<file path="src/hdl/bvft_pkg.sv">
// Shared constants and types for the battery voltage filter with trend detection.
package bvft_pkg;

  localparam int unsigned MAX_SAMPLES = 16;
  localparam int unsigned TREND_SLOTS = 8;

  localparam int unsigned SMP_W  = 12;
  localparam int unsigned MV_W   = 14;
  localparam int unsigned SUM_W  = 16;
  localparam int unsigned DCNT_W = $clog2(SUM_W);
  localparam int unsigned FAC_W  = 3;
  localparam int unsigned THR_W  = 10;
  localparam int unsigned CIDX_W = 2;
  localparam int unsigned CDAT_W = 10;

  localparam logic [SMP_W-1:0] NOMINAL_FULL_MV = 12'd3100;
  localparam logic [SMP_W-1:0] FULL_CODE       = 12'd4095;
  localparam logic [MV_W-1:0]  MV_MAX          = 14'd16383;
  localparam logic [SUM_W-1:0] SUM_MAX         = 16'hFFFF;

  localparam logic [FAC_W-1:0] FACTOR_RST = 3'd3;
  localparam logic [THR_W-1:0] THRESH_RST = 10'd20;

  // configuration register indexes
  localparam logic [CIDX_W-1:0] CFG_NOMINAL = 2'd0;
  localparam logic [CIDX_W-1:0] CFG_FACTOR  = 2'd1;
  localparam logic [CIDX_W-1:0] CFG_THRESH  = 2'd2;

  typedef struct packed {
    logic [SMP_W-1:0] sample_value;
    logic             sample_ok;
    logic             last_of_round;
    logic             trend_due;
  } smp_item_t;

  typedef struct packed {
    logic capture;
    logic mult;
    logic est;
    logic corr;
    logic accum;
    logic clr_round;
    logic div_start;
    logic div_step;
    logic batt;
    logic filt;
    logic push;
    logic read_old;
    logic cmp;
    logic emit;
  } cmd_t;

  typedef struct packed {
    logic last;
    logic due;
    logic good_zero;
    logic div_last;
    logic ring_full;
    logic out_free;
  } status_t;

endpackage

</file>
<file path="src/hdl/bvft_if.sv">
// Handshake channel interfaces: sample requests, results and configuration writes.
interface bvft_smp_if;
  logic                       valid;
  logic                       ready;
  logic [bvft_pkg::SMP_W-1:0] sample_value;
  logic                       sample_ok;
  logic                       last_of_round;
  logic                       trend_due;

  modport source (output valid, output sample_value, output sample_ok,
                  output last_of_round, output trend_due, input ready);
  modport sink   (input valid, input sample_value, input sample_ok,
                  input last_of_round, input trend_due, output ready);
endinterface

interface bvft_res_if;
  logic                      valid;
  logic                      ready;
  logic [bvft_pkg::MV_W-1:0] smooth_mv;
  logic                      charging;

  modport source (output valid, output smooth_mv, output charging, input ready);
  modport sink   (input valid, input smooth_mv, input charging, output ready);
endinterface

interface bvft_cfg_if;
  logic                        valid;
  logic                        ready;
  logic [bvft_pkg::CIDX_W-1:0] index;
  logic [bvft_pkg::CDAT_W-1:0] data;

  modport source (output valid, output index, output data, input ready);
  modport sink   (input valid, input index, input data, output ready);
endinterface

</file>
<file path="src/hdl/bvft_ctrl.sv">
// Sequencer for the filter: steps one request through scaling, averaging, filter and trend.
module bvft_ctrl (
  input  logic              clk_i,
  input  logic              rst_ni,
  input  logic              in_valid_i,
  output logic              in_ready_o,
  input  bvft_pkg::status_t status_i,
  output bvft_pkg::cmd_t    cmd_o
);

  typedef enum logic [3:0] {
    S_IDLE, S_MULT, S_EST, S_CORR, S_ACCUM, S_ENDR, S_DIV,
    S_BATT, S_FILT, S_PUSH, S_READ, S_CMP, S_EMIT
  } state_e;

  state_e state_q, state_d;

  always_ff @(posedge clk_i or negedge rst_ni) begin
    if (!rst_ni) begin
      state_q <= S_IDLE;
    end else begin
      state_q <= state_d;
    end
  end

  assign in_ready_o = (state_q == S_IDLE);

  always_comb begin
    cmd_o   = '0;
    state_d = state_q;
    unique case (state_q)
      S_IDLE: begin
        if (in_valid_i) begin
          cmd_o.capture = 1'b1;
          state_d       = S_MULT;
        end
      end
      S_MULT: begin
        cmd_o.mult = 1'b1;
        state_d    = S_EST;
      end
      S_EST: begin
        cmd_o.est = 1'b1;
        state_d   = S_CORR;
      end
      S_CORR: begin
        cmd_o.corr = 1'b1;
        state_d    = S_ACCUM;
      end
      S_ACCUM: begin
        cmd_o.accum = 1'b1;
        state_d     = status_i.last ? S_ENDR : S_IDLE;
      end
      S_ENDR: begin
        if (status_i.good_zero) begin
          cmd_o.clr_round = 1'b1;
          state_d         = S_IDLE;
        end else begin
          cmd_o.div_start = 1'b1;
          state_d         = S_DIV;
        end
      end
      S_DIV: begin
        cmd_o.div_step = 1'b1;
        if (status_i.div_last) begin
          state_d = S_BATT;
        end
      end
      S_BATT: begin
        cmd_o.batt = 1'b1;
        state_d    = S_FILT;
      end
      S_FILT: begin
        cmd_o.filt = 1'b1;
        state_d    = status_i.due ? S_PUSH : S_EMIT;
      end
      S_PUSH: begin
        cmd_o.push = 1'b1;
        state_d    = status_i.ring_full ? S_READ : S_EMIT;
      end
      S_READ: begin
        cmd_o.read_old = 1'b1;
        state_d        = S_CMP;
      end
      S_CMP: begin
        cmd_o.cmp = 1'b1;
        state_d   = S_EMIT;
      end
      S_EMIT: begin
        if (status_i.out_free) begin
          cmd_o.emit = 1'b1;
          state_d    = S_IDLE;
        end
      end
      default: state_d = S_IDLE;
    endcase
  end

endmodule

</file>
<file path="src/hdl/bvft_dp.sv">
// Datapath: scaling, round sum, serial divider, filter, trend ring and result register.
module bvft_dp #(
  parameter int unsigned MAX_SAMPLES = bvft_pkg::MAX_SAMPLES,
  parameter int unsigned TREND_SLOTS = bvft_pkg::TREND_SLOTS
) (
  input  logic                          clk_i,
  input  logic                          rst_ni,
  input  bvft_pkg::smp_item_t           item_i,
  input  logic                          cfg_we_i,
  input  logic [bvft_pkg::CIDX_W-1:0]   cfg_index_i,
  input  logic [bvft_pkg::CDAT_W-1:0]   cfg_data_i,
  input  bvft_pkg::cmd_t                cmd_i,
  output bvft_pkg::status_t             status_o,
  output logic                          out_valid_o,
  input  logic                          out_ready_i,
  output logic [bvft_pkg::MV_W-1:0]     out_mv_o,
  output logic                          out_chg_o
);

  localparam int unsigned CNT_W  = $clog2(MAX_SAMPLES + 1);
  localparam int unsigned HEAD_W = (TREND_SLOTS > 1) ? $clog2(TREND_SLOTS) : 1;
  localparam int unsigned FILL_W = $clog2(TREND_SLOTS + 1);
  localparam int unsigned SMP_W  = bvft_pkg::SMP_W;
  localparam int unsigned MV_W   = bvft_pkg::MV_W;
  localparam int unsigned SUM_W  = bvft_pkg::SUM_W;
  localparam int unsigned PROD_W = 2 * SMP_W;
  localparam int unsigned BATT_W = SUM_W + bvft_pkg::FAC_W;

  // configuration
  logic                        nominal_q;
  logic [bvft_pkg::FAC_W-1:0]  factor_q;
  logic [bvft_pkg::THR_W-1:0]  thresh_q;

  // request payload and per-sample pipeline
  logic [SMP_W-1:0]   sample_q;
  logic               ok_q, last_q, due_q;
  logic [PROD_W-1:0]  prod_q;
  logic [SMP_W-1:0]   q0_q;
  logic [SMP_W-1:0]   mv_q;

  // round state
  logic [SUM_W-1:0]   sum_q;
  logic [CNT_W-1:0]   good_q, tries_q;

  // divider
  logic [CNT_W-1:0]   rem_q;
  logic [SUM_W-1:0]   quo_q;
  logic [bvft_pkg::DCNT_W-1:0] dcnt_q;

  // filter and trend
  logic [MV_W-1:0]    batt_q;
  logic [MV_W-1:0]    filt_q;
  logic               seeded_q;
  logic [MV_W-1:0]    ring_q [TREND_SLOTS];
  logic [HEAD_W-1:0]  head_q;
  logic [FILL_W-1:0]  fill_q;
  logic [MV_W-1:0]    oldest_q;
  logic               chg_q;

  // result register
  logic               out_valid_q;
  logic [MV_W-1:0]    out_mv_q;
  logic               out_chg_q;

  logic [PROD_W:0]    est_sum, corr_rem;
  logic [SUM_W:0]     sum_ext;
  logic [CNT_W:0]     div_shift;
  logic               div_ge;
  logic [BATT_W-1:0]  batt_prod;
  logic [MV_W+1:0]    filt_sum;
  logic [MV_W-1:0]    rise, fall;

  assign est_sum   = {1'b0, prod_q} + {{(SMP_W + 1){1'b0}}, prod_q[PROD_W-1:SMP_W]};
  assign corr_rem  = {1'b0, prod_q} - {1'b0, q0_q, {SMP_W{1'b0}}}
                     + {{(SMP_W + 1){1'b0}}, q0_q};
  assign sum_ext   = {1'b0, sum_q} + {{(SUM_W - SMP_W + 1){1'b0}}, mv_q};
  assign div_shift = {rem_q, quo_q[SUM_W-1]};
  assign div_ge    = (div_shift >= {1'b0, good_q});
  assign batt_prod = {{bvft_pkg::FAC_W{1'b0}}, quo_q}
                     * {{SUM_W{1'b0}}, factor_q};
  assign filt_sum  = {filt_q, 1'b0} + {1'b0, filt_q} + {2'b00, batt_q};
  assign rise      = filt_q - oldest_q;
  assign fall      = oldest_q - filt_q;

  assign status_o.last      = last_q;
  assign status_o.due       = due_q;
  assign status_o.good_zero = (good_q == '0);
  assign status_o.div_last  = (dcnt_q == bvft_pkg::DCNT_W'(SUM_W - 1));
  assign status_o.ring_full = (fill_q == FILL_W'(TREND_SLOTS));
  assign status_o.out_free  = !out_valid_q || out_ready_i;

  assign out_valid_o = out_valid_q;
  assign out_mv_o    = out_mv_q;
  assign out_chg_o   = out_chg_q;

  // control and state registers
  always_ff @(posedge clk_i or negedge rst_ni) begin
    if (!rst_ni) begin
      nominal_q   <= 1'b0;
      factor_q    <= bvft_pkg::FACTOR_RST;
      thresh_q    <= bvft_pkg::THRESH_RST;
      sum_q       <= '0;
      good_q      <= '0;
      tries_q     <= '0;
      dcnt_q      <= '0;
      filt_q      <= '0;
      seeded_q    <= 1'b0;
      head_q      <= '0;
      fill_q      <= '0;
      chg_q       <= 1'b0;
      out_valid_q <= 1'b0;
    end else begin
      if (cfg_we_i) begin
        unique case (cfg_index_i)
          bvft_pkg::CFG_NOMINAL: nominal_q <= cfg_data_i[0];
          bvft_pkg::CFG_FACTOR:  factor_q  <= cfg_data_i[bvft_pkg::FAC_W-1:0];
          bvft_pkg::CFG_THRESH:  thresh_q  <= cfg_data_i[bvft_pkg::THR_W-1:0];
          default: ;
        endcase
      end
      if (cmd_i.accum && (tries_q < CNT_W'(MAX_SAMPLES))) begin
        tries_q <= tries_q + 1'b1;
        if (ok_q) begin
          sum_q  <= sum_ext[SUM_W] ? bvft_pkg::SUM_MAX : sum_ext[SUM_W-1:0];
          good_q <= good_q + 1'b1;
        end
      end
      if (cmd_i.clr_round || cmd_i.batt) begin
        sum_q   <= '0;
        good_q  <= '0;
        tries_q <= '0;
      end
      if (cmd_i.div_start) begin
        dcnt_q <= '0;
      end else if (cmd_i.div_step) begin
        dcnt_q <= dcnt_q + 1'b1;
      end
      if (cmd_i.filt) begin
        filt_q   <= seeded_q ? filt_sum[MV_W+1:2] : batt_q;
        seeded_q <= 1'b1;
      end
      if (cmd_i.push) begin
        head_q <= (head_q == HEAD_W'(TREND_SLOTS - 1)) ? '0 : head_q + 1'b1;
        if (fill_q < FILL_W'(TREND_SLOTS)) begin
          fill_q <= fill_q + 1'b1;
        end
      end
      if (cmd_i.cmp) begin
        if ((filt_q >= oldest_q) && (rise >= {{(MV_W - bvft_pkg::THR_W){1'b0}}, thresh_q})) begin
          chg_q <= 1'b1;
        end else if ((oldest_q >= filt_q)
                     && (fall >= {{(MV_W - bvft_pkg::THR_W){1'b0}}, thresh_q})) begin
          chg_q <= 1'b0;
        end
      end
      if (cmd_i.emit) begin
        out_valid_q <= 1'b1;
      end else if (out_ready_i) begin
        out_valid_q <= 1'b0;
      end
    end
  end

  // payload registers and trend ring
  always_ff @(posedge clk_i) begin
    if (cmd_i.capture) begin
      sample_q <= item_i.sample_value;
      ok_q     <= item_i.sample_ok;
      last_q   <= item_i.last_of_round;
      due_q    <= item_i.trend_due;
    end
    if (cmd_i.mult) begin
      prod_q <= nominal_q ? ({{SMP_W{1'b0}}, sample_q}
                             * {{SMP_W{1'b0}}, bvft_pkg::NOMINAL_FULL_MV})
                          : {{SMP_W{1'b0}}, sample_q};
    end
    if (cmd_i.est) begin
      q0_q <= est_sum[PROD_W-1:SMP_W];
    end
    if (cmd_i.corr) begin
      if (!nominal_q) begin
        mv_q <= sample_q;
      end else if (corr_rem >= {{(SMP_W + 1){1'b0}}, bvft_pkg::FULL_CODE}) begin
        mv_q <= q0_q + 1'b1;
      end else begin
        mv_q <= q0_q;
      end
    end
    if (cmd_i.div_start) begin
      rem_q <= '0;
      quo_q <= sum_q;
    end else if (cmd_i.div_step) begin
      rem_q <= div_ge ? CNT_W'(div_shift - {1'b0, good_q}) : div_shift[CNT_W-1:0];
      quo_q <= {quo_q[SUM_W-2:0], div_ge};
    end
    if (cmd_i.batt) begin
      batt_q <= (batt_prod > BATT_W'(bvft_pkg::MV_MAX)) ? bvft_pkg::MV_MAX
                                                        : batt_prod[MV_W-1:0];
    end
    if (cmd_i.push) begin
      ring_q[head_q] <= filt_q;
    end
    if (cmd_i.read_old) begin
      oldest_q <= ring_q[head_q];
    end
    if (cmd_i.emit) begin
      out_mv_q  <= filt_q;
      out_chg_q <= chg_q;
    end
  end

endmodule

</file>
<file path="src/hdl/battery_voltage_filter_trend.sv">
// Top level of the battery voltage filter with charging-trend detection.
// A request that does not end a round is scaled and accumulated before the next one is taken.
// A round-ending request with good samples runs the 16-step serial divider, then battery
// scaling, the filter and, when due, a trend push (and a compare once the ring is full);
// it emits once the result register is free. With no good samples: round cleared, no result.
// Reset (rst_ni, asynchronous, active low) clears counters, filter, trend state, result valid.
module battery_voltage_filter_trend #(
  parameter int unsigned MAX_SAMPLES = bvft_pkg::MAX_SAMPLES,
  parameter int unsigned TREND_SLOTS = bvft_pkg::TREND_SLOTS
) (
  input  logic      clk_i,
  input  logic      rst_ni,
  bvft_smp_if.sink  smp_i,
  bvft_res_if.source res_o,
  bvft_cfg_if.sink  cfg_i
);

  bvft_pkg::cmd_t      cmd;
  bvft_pkg::status_t   status;
  bvft_pkg::smp_item_t item;

  assign item.sample_value  = smp_i.sample_value;
  assign item.sample_ok     = smp_i.sample_ok;
  assign item.last_of_round = smp_i.last_of_round;
  assign item.trend_due     = smp_i.trend_due;

  assign cfg_i.ready = 1'b1;

  bvft_ctrl u_ctrl (
    .clk_i      (clk_i),
    .rst_ni     (rst_ni),
    .in_valid_i (smp_i.valid),
    .in_ready_o (smp_i.ready),
    .status_i   (status),
    .cmd_o      (cmd)
  );

  bvft_dp #(
    .MAX_SAMPLES (MAX_SAMPLES),
    .TREND_SLOTS (TREND_SLOTS)
  ) u_dp (
    .clk_i       (clk_i),
    .rst_ni      (rst_ni),
    .item_i      (item),
    .cfg_we_i    (cfg_i.valid),
    .cfg_index_i (cfg_i.index),
    .cfg_data_i  (cfg_i.data),
    .cmd_i       (cmd),
    .status_o    (status),
    .out_valid_o (res_o.valid),
    .out_ready_i (res_o.ready),
    .out_mv_o    (res_o.smooth_mv),
    .out_chg_o   (res_o.charging)
  );

`ifndef SYNTHESIS
  a_one_at_a_time: assert property (@(posedge clk_i) disable iff (!rst_ni)
    smp_i.valid && smp_i.ready |=> !smp_i.ready)
    else $error("request accepted while one is in flight");

  a_emit_slot_free: assert property (@(posedge clk_i) disable iff (!rst_ni)
    cmd.emit |-> (!res_o.valid || res_o.ready))
    else $error("result overwritten before it was taken");

  a_result_from_emit: assert property (@(posedge clk_i) disable iff (!rst_ni)
    $rose(res_o.valid) |-> $past(cmd.emit))
    else $error("result raised without an emit");
`endif

endmodule
</file>
<file path="src/flat_wrapper.sv">
// flat-port wrapper written by rule: the top's interface ports become plain ports
module battery_voltage_filter_trend_flat 
#(
  parameter int unsigned MAX_SAMPLES = bvft_pkg::MAX_SAMPLES,
  parameter int unsigned TREND_SLOTS = bvft_pkg::TREND_SLOTS
)
  (clk_i, rst_ni, smp_i_valid, smp_i_sample_value, smp_i_sample_ok, smp_i_last_of_round, smp_i_trend_due, smp_i_ready, res_o_valid, res_o_smooth_mv, res_o_charging, res_o_ready, cfg_i_valid, cfg_i_index, cfg_i_data, cfg_i_ready);
  bvft_smp_if smp_i_i ();
  bvft_res_if res_o_i ();
  bvft_cfg_if cfg_i_i ();
  input  logic clk_i;
  input  logic rst_ni;
  input wire logic [$bits(smp_i_i.valid)-1:0] smp_i_valid;
  input wire logic [$bits(smp_i_i.sample_value)-1:0] smp_i_sample_value;
  input wire logic [$bits(smp_i_i.sample_ok)-1:0] smp_i_sample_ok;
  input wire logic [$bits(smp_i_i.last_of_round)-1:0] smp_i_last_of_round;
  input wire logic [$bits(smp_i_i.trend_due)-1:0] smp_i_trend_due;
  output wire logic [$bits(smp_i_i.ready)-1:0] smp_i_ready;
  output wire logic [$bits(res_o_i.valid)-1:0] res_o_valid;
  output wire logic [$bits(res_o_i.smooth_mv)-1:0] res_o_smooth_mv;
  output wire logic [$bits(res_o_i.charging)-1:0] res_o_charging;
  input wire logic [$bits(res_o_i.ready)-1:0] res_o_ready;
  input wire logic [$bits(cfg_i_i.valid)-1:0] cfg_i_valid;
  input wire logic [$bits(cfg_i_i.index)-1:0] cfg_i_index;
  input wire logic [$bits(cfg_i_i.data)-1:0] cfg_i_data;
  output wire logic [$bits(cfg_i_i.ready)-1:0] cfg_i_ready;
  assign smp_i_i.valid = smp_i_valid;
  assign smp_i_i.sample_value = smp_i_sample_value;
  assign smp_i_i.sample_ok = smp_i_sample_ok;
  assign smp_i_i.last_of_round = smp_i_last_of_round;
  assign smp_i_i.trend_due = smp_i_trend_due;
  assign smp_i_ready = smp_i_i.ready;
  assign res_o_valid = res_o_i.valid;
  assign res_o_smooth_mv = res_o_i.smooth_mv;
  assign res_o_charging = res_o_i.charging;
  assign res_o_i.ready = res_o_ready;
  assign cfg_i_i.valid = cfg_i_valid;
  assign cfg_i_i.index = cfg_i_index;
  assign cfg_i_i.data = cfg_i_data;
  assign cfg_i_ready = cfg_i_i.ready;
  battery_voltage_filter_trend #(.MAX_SAMPLES(MAX_SAMPLES), .TREND_SLOTS(TREND_SLOTS)) u_core (.clk_i(clk_i), .rst_ni(rst_ni), .smp_i(smp_i_i), .res_o(res_o_i), .cfg_i(cfg_i_i));
endmodule
</file>
<file path="config.mk">
export PLATFORM = sky130hd
export DESIGN_NAME = battery_voltage_filter_trend_flat
export DESIGN_NICKNAME = d
export VERILOG_FILES = /design/src/hdl/bvft_pkg.sv /design/src/hdl/bvft_if.sv /design/src/hdl/bvft_ctrl.sv /design/src/hdl/bvft_dp.sv /design/src/hdl/battery_voltage_filter_trend.sv /design/src/flat_wrapper.sv
export SDC_FILE = /design/constraint.sdc
export NUM_CORES = 1
export LEC_CHECK = 0
export BUFFER_PORTS_ARGS = -buffer_cell sky130_fd_sc_hd__buf_2
export CORE_MARGIN = 1
export CORE_UTILIZATION = 50
export DETAILED_ROUTE_END_ITERATION = 10
export GPL_TIMING_DRIVEN = 0
export HOLD_SLACK_MARGIN = 0.1
export PLACE_DENSITY = 0.67
export SLEW_MARGIN = 30
export SYNTH_ARGS = -nofsm -noshare
export SYNTH_HDL_FRONTEND = slang
export SYNTH_HIERARCHICAL = 1
export SYNTH_SLANG_ARGS = --single-unit
export TNS_END_PERCENT = 100
</file>
<file path="constraint.sdc">
create_clock -name clk_i -period 5.1 [get_ports clk_i]
set_clock_uncertainty 0.2 [all_clocks]
set_input_delay 1.02 -clock clk_i [delete_from_list [all_inputs] [get_ports clk_i]]
set_output_delay 1.02 -clock clk_i [all_outputs]
set_load 0.05 [all_outputs]
</file>
======== After elaboration in Yosys (flattened, before gate mapping) ========
Memories as Yosys holds them, arrays and structs flattened. A register that Yosys moved wholly into a read port is not among the register bits.
Index checks and enable logic that the tools add are counted.
storage, ports and cells
  flip-flop bits (word level) ............. 185
  bits of input ports ..................... 32
  latch bits .............................. 0
  word-level logic and storage cells ...... 146
  memory bits (read-only) ................. 0
  output and inout bits ................... 18
  bits in writable memories ............... 112
  memories ................................ 1
cells by class
  mux-type cells .......................... 50
  $lt $le $gt $ge ......................... 9
  shift operators ......................... 0
  divide/modulo/power cells ............... 0
  equal/unequal tests ..................... 20
  reductions and logical operators ........ 21
  $add $sub $neg .......................... 15
  bitwise gates (word level) .............. 0
  $mul .................................... 2
memories
  memory              depth  width  rd ports  clocked after memory_dff  wr ports  line           text
  u_core.u_dp.ring_q  8      14     1         1                         1         bvft_dp.sv:54  logic [MV_W-1:0] ring_q [TREND_SLOTS];
operators by type and width
  cell                                                                  number
  two-way mux 16 bit                                                    6
  case mux 4 bit (13 select lines)                                      1
  two-way mux 12 bit                                                    3
  two-way mux 5 bit                                                     6
  == test 4 bit (second input constant)                                 7
  greater-or-equal comparator 14 x 10 -> 1 bit                          2
  greater-or-equal comparator 14 bit                                    2
  subtractor 14 bit                                                     2
  adder 25 x 12 -> 25 bit                                               1
  greater-or-equal comparator 25 x 12 -> 1 bit (second input constant)  1
  subtractor 24 x 24 -> 25 bit                                          1
  adder 24 x 12 -> 24 bit                                               1
  multiplier 12 x 10 -> 22 bit (second input constant)                  1
  two-way mux 1 bit                                                     22
  two-way mux 4 bit                                                     5
  > comparator 19 x 14 -> 1 bit (second input constant)                 1
  multiplier 16 x 3 -> 19 bit                                           1
  adder 16 x 12 -> 17 bit                                               1
  adder 15 x 14 -> 16 bit                                               1
  adder 16 x 14 -> 16 bit                                               1
  == test 4 x 3 -> 1 bit (second input constant)                        4
  two-way mux 3 bit                                                     5
  two-way mux 14 bit                                                    1
  adder 12 x 1 -> 12 bit (second input constant)                        1
  24 further kinds                                                      40

======== Depth between registers and ports, before layout ========
  word-level depth ........................ 6
  depth in mapped cells ................... 20
  gate-level depth less buffers ........... 20

======== Modules after synthesis ========
The synthesis kept the hierarchy.
modules (own cells, without submodules)
  module                        times used  cells an instance  sequential area each (sq um)  area each (sq um)
  bvft_dp                       1           1,869              8,833.5                       20,688.6
  bvft_ctrl                     1           59                 100.1                         427.9
  battery_voltage_filter_trend  1           2                  0.0                           11.3

======== Worst setup path after synthesis ========
OpenSTA, ideal clock, no wires.
  path type ............................... register to register
  start point ............................. reg u_core.u_dp.sample_q[9]
  end point ............................... reg u_core.u_dp.prod_q[23], data pin
  data required time ...................... 4,629 ps
  path buffers ............................ 0
  stages on the path, launching flop included .. 18
  library setup time ...................... 271 ps
  path slack .............................. 299 ps
  arrival time ............................ 4,330 ps
  clock period less this slack ............ 4,801 ps
  cells stage by stage .................... edfxtp_1 ha_1 ha_1 inv_1 fa_1 inv_1 fa_1 inv_1 fa_1 inv_1 ha_1 nand3_1 o31a_1 o31ai_1 o21ai_0 a21boi_0 mux2i_1 o211ai_1
between the ends
  word-level cells in the longest chain between the ends .. 1
ends and longest elaborated chain
  element                       line            text
  start, declared               bvft_dp.sv:35   logic [SMP_W-1:0] sample_q;
  start signal, assigned        bvft_dp.sv:167  sample_q <= item_i.sample_value;
  multiplier 12 x 10 -> 22 bit  bvft_dp.sv:174  * {{SMP_W{1'b0}}, bvft_pkg::NOMINAL_FULL_MV})
  end signal, assigned          bvft_dp.sv:173  prod_q <= nominal_q ? ({{SMP_W{1'b0}}, sample_q}
  end, declared                 bvft_dp.sv:37   logic [PROD_W-1:0] prod_q;
No other way between the ends.
A chain may end at the register's enable or synchronous reset.

======== Worst setup path after layout ========
Ends and elaborated chain as after synthesis.

==> run metrics <==
critical-path maximum fanout 6; Post-Place Cell Area 22,300 um2; number of distinct library cell variants in the gate-level netlist after synthesis 88; worst endpoint data arrival time 5010 ps; worst r2r dst u_core/u_dp/prod_q[23]; Post-synth top flop sky130_fd_sc_hd__edfxtp_1; die area 43,100 um2; via density per instance 5.68; upper clock frequency limit 202 MHz; commonest cells after routing, fill and taps aside sky130_fd_sc_hd__ha_1, sky130_fd_sc_hd__edfxtp_1, sky130_fd_sc_hd__inv_1; Post-synth EDFFs 234; antenna violations before repair 1; category of the worst setup path capture point flip-flop; source of the worst register-to-register timing path u_core/u_dp/sample_q[9]; fin crit share 97.0%; global-route wire length before repair 79,300 um; total of flip-flops plus latches after synthesis 311; sink count of the clock tree 311; Cell Area, Synth 21,100 um2; row cnt 74; data required time of the worst path 5160 ps; share of the core filled with cells 57.0%; DP Wirelength 36,900 um; final period demand of the worst path 4950 ps; maxcap violations 0; area share of the largest cell type after synthesis 33.3%; worst hold-check path type in -> async; Top Ports 50; total number of vias 14,700; final setup margin 151 ps; starting density of the core 51.2%; final design instance area without fill 23,600 um2; detailed-router iteration count before antenna repair 5; net count of the mapped netlist 2,247; Hold WS 243 ps; pin count of the biggest net entering global routing 41; detailed-route wire length 47,900 um; overall track demand over capacity in global routing 23.1%; length in cells of the worst reg-to-reg path 20; source-to-sink clock delay at the later pin of the worst-skew pair 540 ps; static leakage power 0.0101 uW; Final Hold Viols 0; element type at the critical path start flip-flop; outcome finished clean; nets@finish 2,352; main area contributors after synthesis sky130_fd_sc_hd__edfxtp_1, sky130_fd_sc_hd__ha_1, sky130_fd_sc_hd__dfrtp_1; syn avg cell area 10.9 um2; worst-margin pin slew 889 ps; TritonCTS clock tree done; RSZ-0062 raised after global routing true; Max Transition Viols Final 0; r2r setup slk 150 ps; proportion of synthesized chip area in sequential cells 42.3%; total grt overflow 0; number of buffers created by CTS 34; mean routed wirelength per cell 18.5 um; Async S/R FF share, synth 23.2%; maximum vdd drop 0.361 mV; CTS Hold Buffers Added 0; residual antenna-violating net count after detailed routing 0; CTS HTree Levels 2; Die H 208 um; Placed Instances 2,526; DRC violations left 0; Critical Path Most Common Cell sky130_fd_sc_hd__inv_1; count of warnings emitted by yosys 6; GP Congestion 0.906; maximum clock insertion buffer count 3; core box area 41,300 um2; Reg clk slew, reported paths 50 ps; biggest cell delay along the critical path 550 ps; cell count after synthesis 1,930; final setup fails 0; share of layout cells above drive strength 1 13.5%; crit path max-delay cell type sky130_fd_sc_hd__fa_1; cell-by-cell trace of the critical path ha_1, ha_1, inv_1, fa_1, inv_1, fa_1, inv_1, fa_1, inv_1, ha_1, a21oi_2, o21bai_1, a21o_1, a21oi_2, a2bb2oi_2, o31ai_4, o21ai_2, a21boi_2, mux2i_1, o211ai_1; class of the most critical setup path reg -> reg; layout overhead on the synthesized area 11.5%; Non-Filler Instances 2,593; die width 208 um; largest area contributor in the netlist sky130_fd_sc_hd__edfxtp_1; remaining max-slew budget at the tightest pin 39.2%; power density over cell area 689 nW/um2; worst-case setup slack after placement -764 ps; Detailed Route Iter0 Violations 944; via count of the first global-routing pass 15,100; Root Buffer sky130_fd_sc_hd__clkbuf_16; port buffer count 48; number of diodes added for antenna fixing 0
[stage by stage]
stage / total power [uW] / setup TNS (ps)
floorplan: 11100 / 0
global placement: 13100 / -5340
detailed placement: 13400 / -8030
CTS: 16200 / 0
global route: 17700 / -61.6
finish: 16200 / 0
[synth_stat cells, drive strengths merged, types with 18 or more instances]
cell type	count
fa	50
mux4	28
xor2	34
nand2	128
nor2b	25
xnor2	69
clkbuf	40
a21oi	113
inv	200
a21o	54
a211oi	25
dfrtp	68
o21bai	18
and3	19
nor3	30
nor2	129
mux2i	25
mux2	50
ha	235
edfxtp	234
nand2b	29
o21ai	93
nand3	25
[worst max-delay path by stage]
stage	from	end	depth (start not counted)
floorplan	u_core/u_dp/sample_q[9]	u_core/u_dp/prod_q[23]	17
global placement	u_core/u_dp/factor_q[1]	u_core/u_dp/batt_q[6]	19
detailed placement	u_core/u_dp/factor_q[0]	u_core/u_dp/batt_q[6]	19
CTS	u_core/u_dp/sample_q[9]	u_core/u_dp/prod_q[23]	20
global route	u_core/u_dp/sample_q[9]	u_core/u_dp/prod_q[23]	20
finish	u_core/u_dp/sample_q[9]	u_core/u_dp/prod_q[23]	20
[area by class of cell]
type,count,area (um2)
buffer,54,260
clock buffer,40,913
clock inverter,22,253
fill,3454,17700
inverter,200,751
multi-input combinational,1362,11300
sequential,311,8930
tap,532,666
timing repair buffer,72,480
[worst max-delay path, delay by kind of cell, from the launching register on]
family / cells / cell delay (ps)
compound gates: 9 / 1250
fa+ha+maj: 6 / 2370
buf+inv: 4 / 260
flops: 1 / 420
mux: 1 / 160
[logic make-up after synthesis]
| group | Yosys count | synth area share [%] |
|---|---|---|
| AO/OA/AOI/OAI | 402 | 12.3 |
| multiplexers | 103 | 6.83 |
| flip-flops | 311 | 42.3 |
| buffers and inverters | 257 | 4.78 |
| XOR/XNOR | 103 | 4.27 |
| other | 1 | 0.0177 |
| AND/OR/NAND/NOR | 468 | 10.8 |
| adder cells (fa/ha/maj) | 285 | 18.7 |
[report_power, final]
group          leakage, uW  switching (uW)  internal (uW)
logic              0.00648            5450           4080
registers          0.00304             651           3510
clock network     0.000581            1000           1540
total               0.0101            7110           9130
[routing by layer]
layer	GRT usage, %	share of wire, %	wire (um)
met2	38.2	47	22500
met3	2.98	4.7	2240
met1	32.2	47	22300
met4	5.56	1.7	803
met5	0	0	0
[state kept, by name (all words and copies together) (netlist names), 4 cells and up]
name	flops
u_core/u_ctrl/state_q	4
u_core/u_dp/batt_q	14
u_core/u_dp/dcnt_q	4
u_core/u_dp/fill_q	4
u_core/u_dp/filt_q	14
u_core/u_dp/good_q	5
u_core/u_dp/mv_q	12
u_core/u_dp/oldest_q	14
u_core/u_dp/out_mv_o	14
u_core/u_dp/prod_q	24
u_core/u_dp/q0_q	12
u_core/u_dp/quo_q	16
u_core/u_dp/rem_q	5
u_core/u_dp/ring_q	112
u_core/u_dp/sample_q	12
u_core/u_dp/sum_q	16
u_core/u_dp/thresh_q	10
u_core/u_dp/tries_q	5
[what timing repair did]
item | 4_1_cts | 5_1_grt
endpoints found under the setup margin | 16 | 22
setup buffers | 5 | 3
resized for setup | 10 | 13
cloned | 0 | 0
pin swaps | 2 | 1
Note: power is estimated with default switching activity, not from simulation.
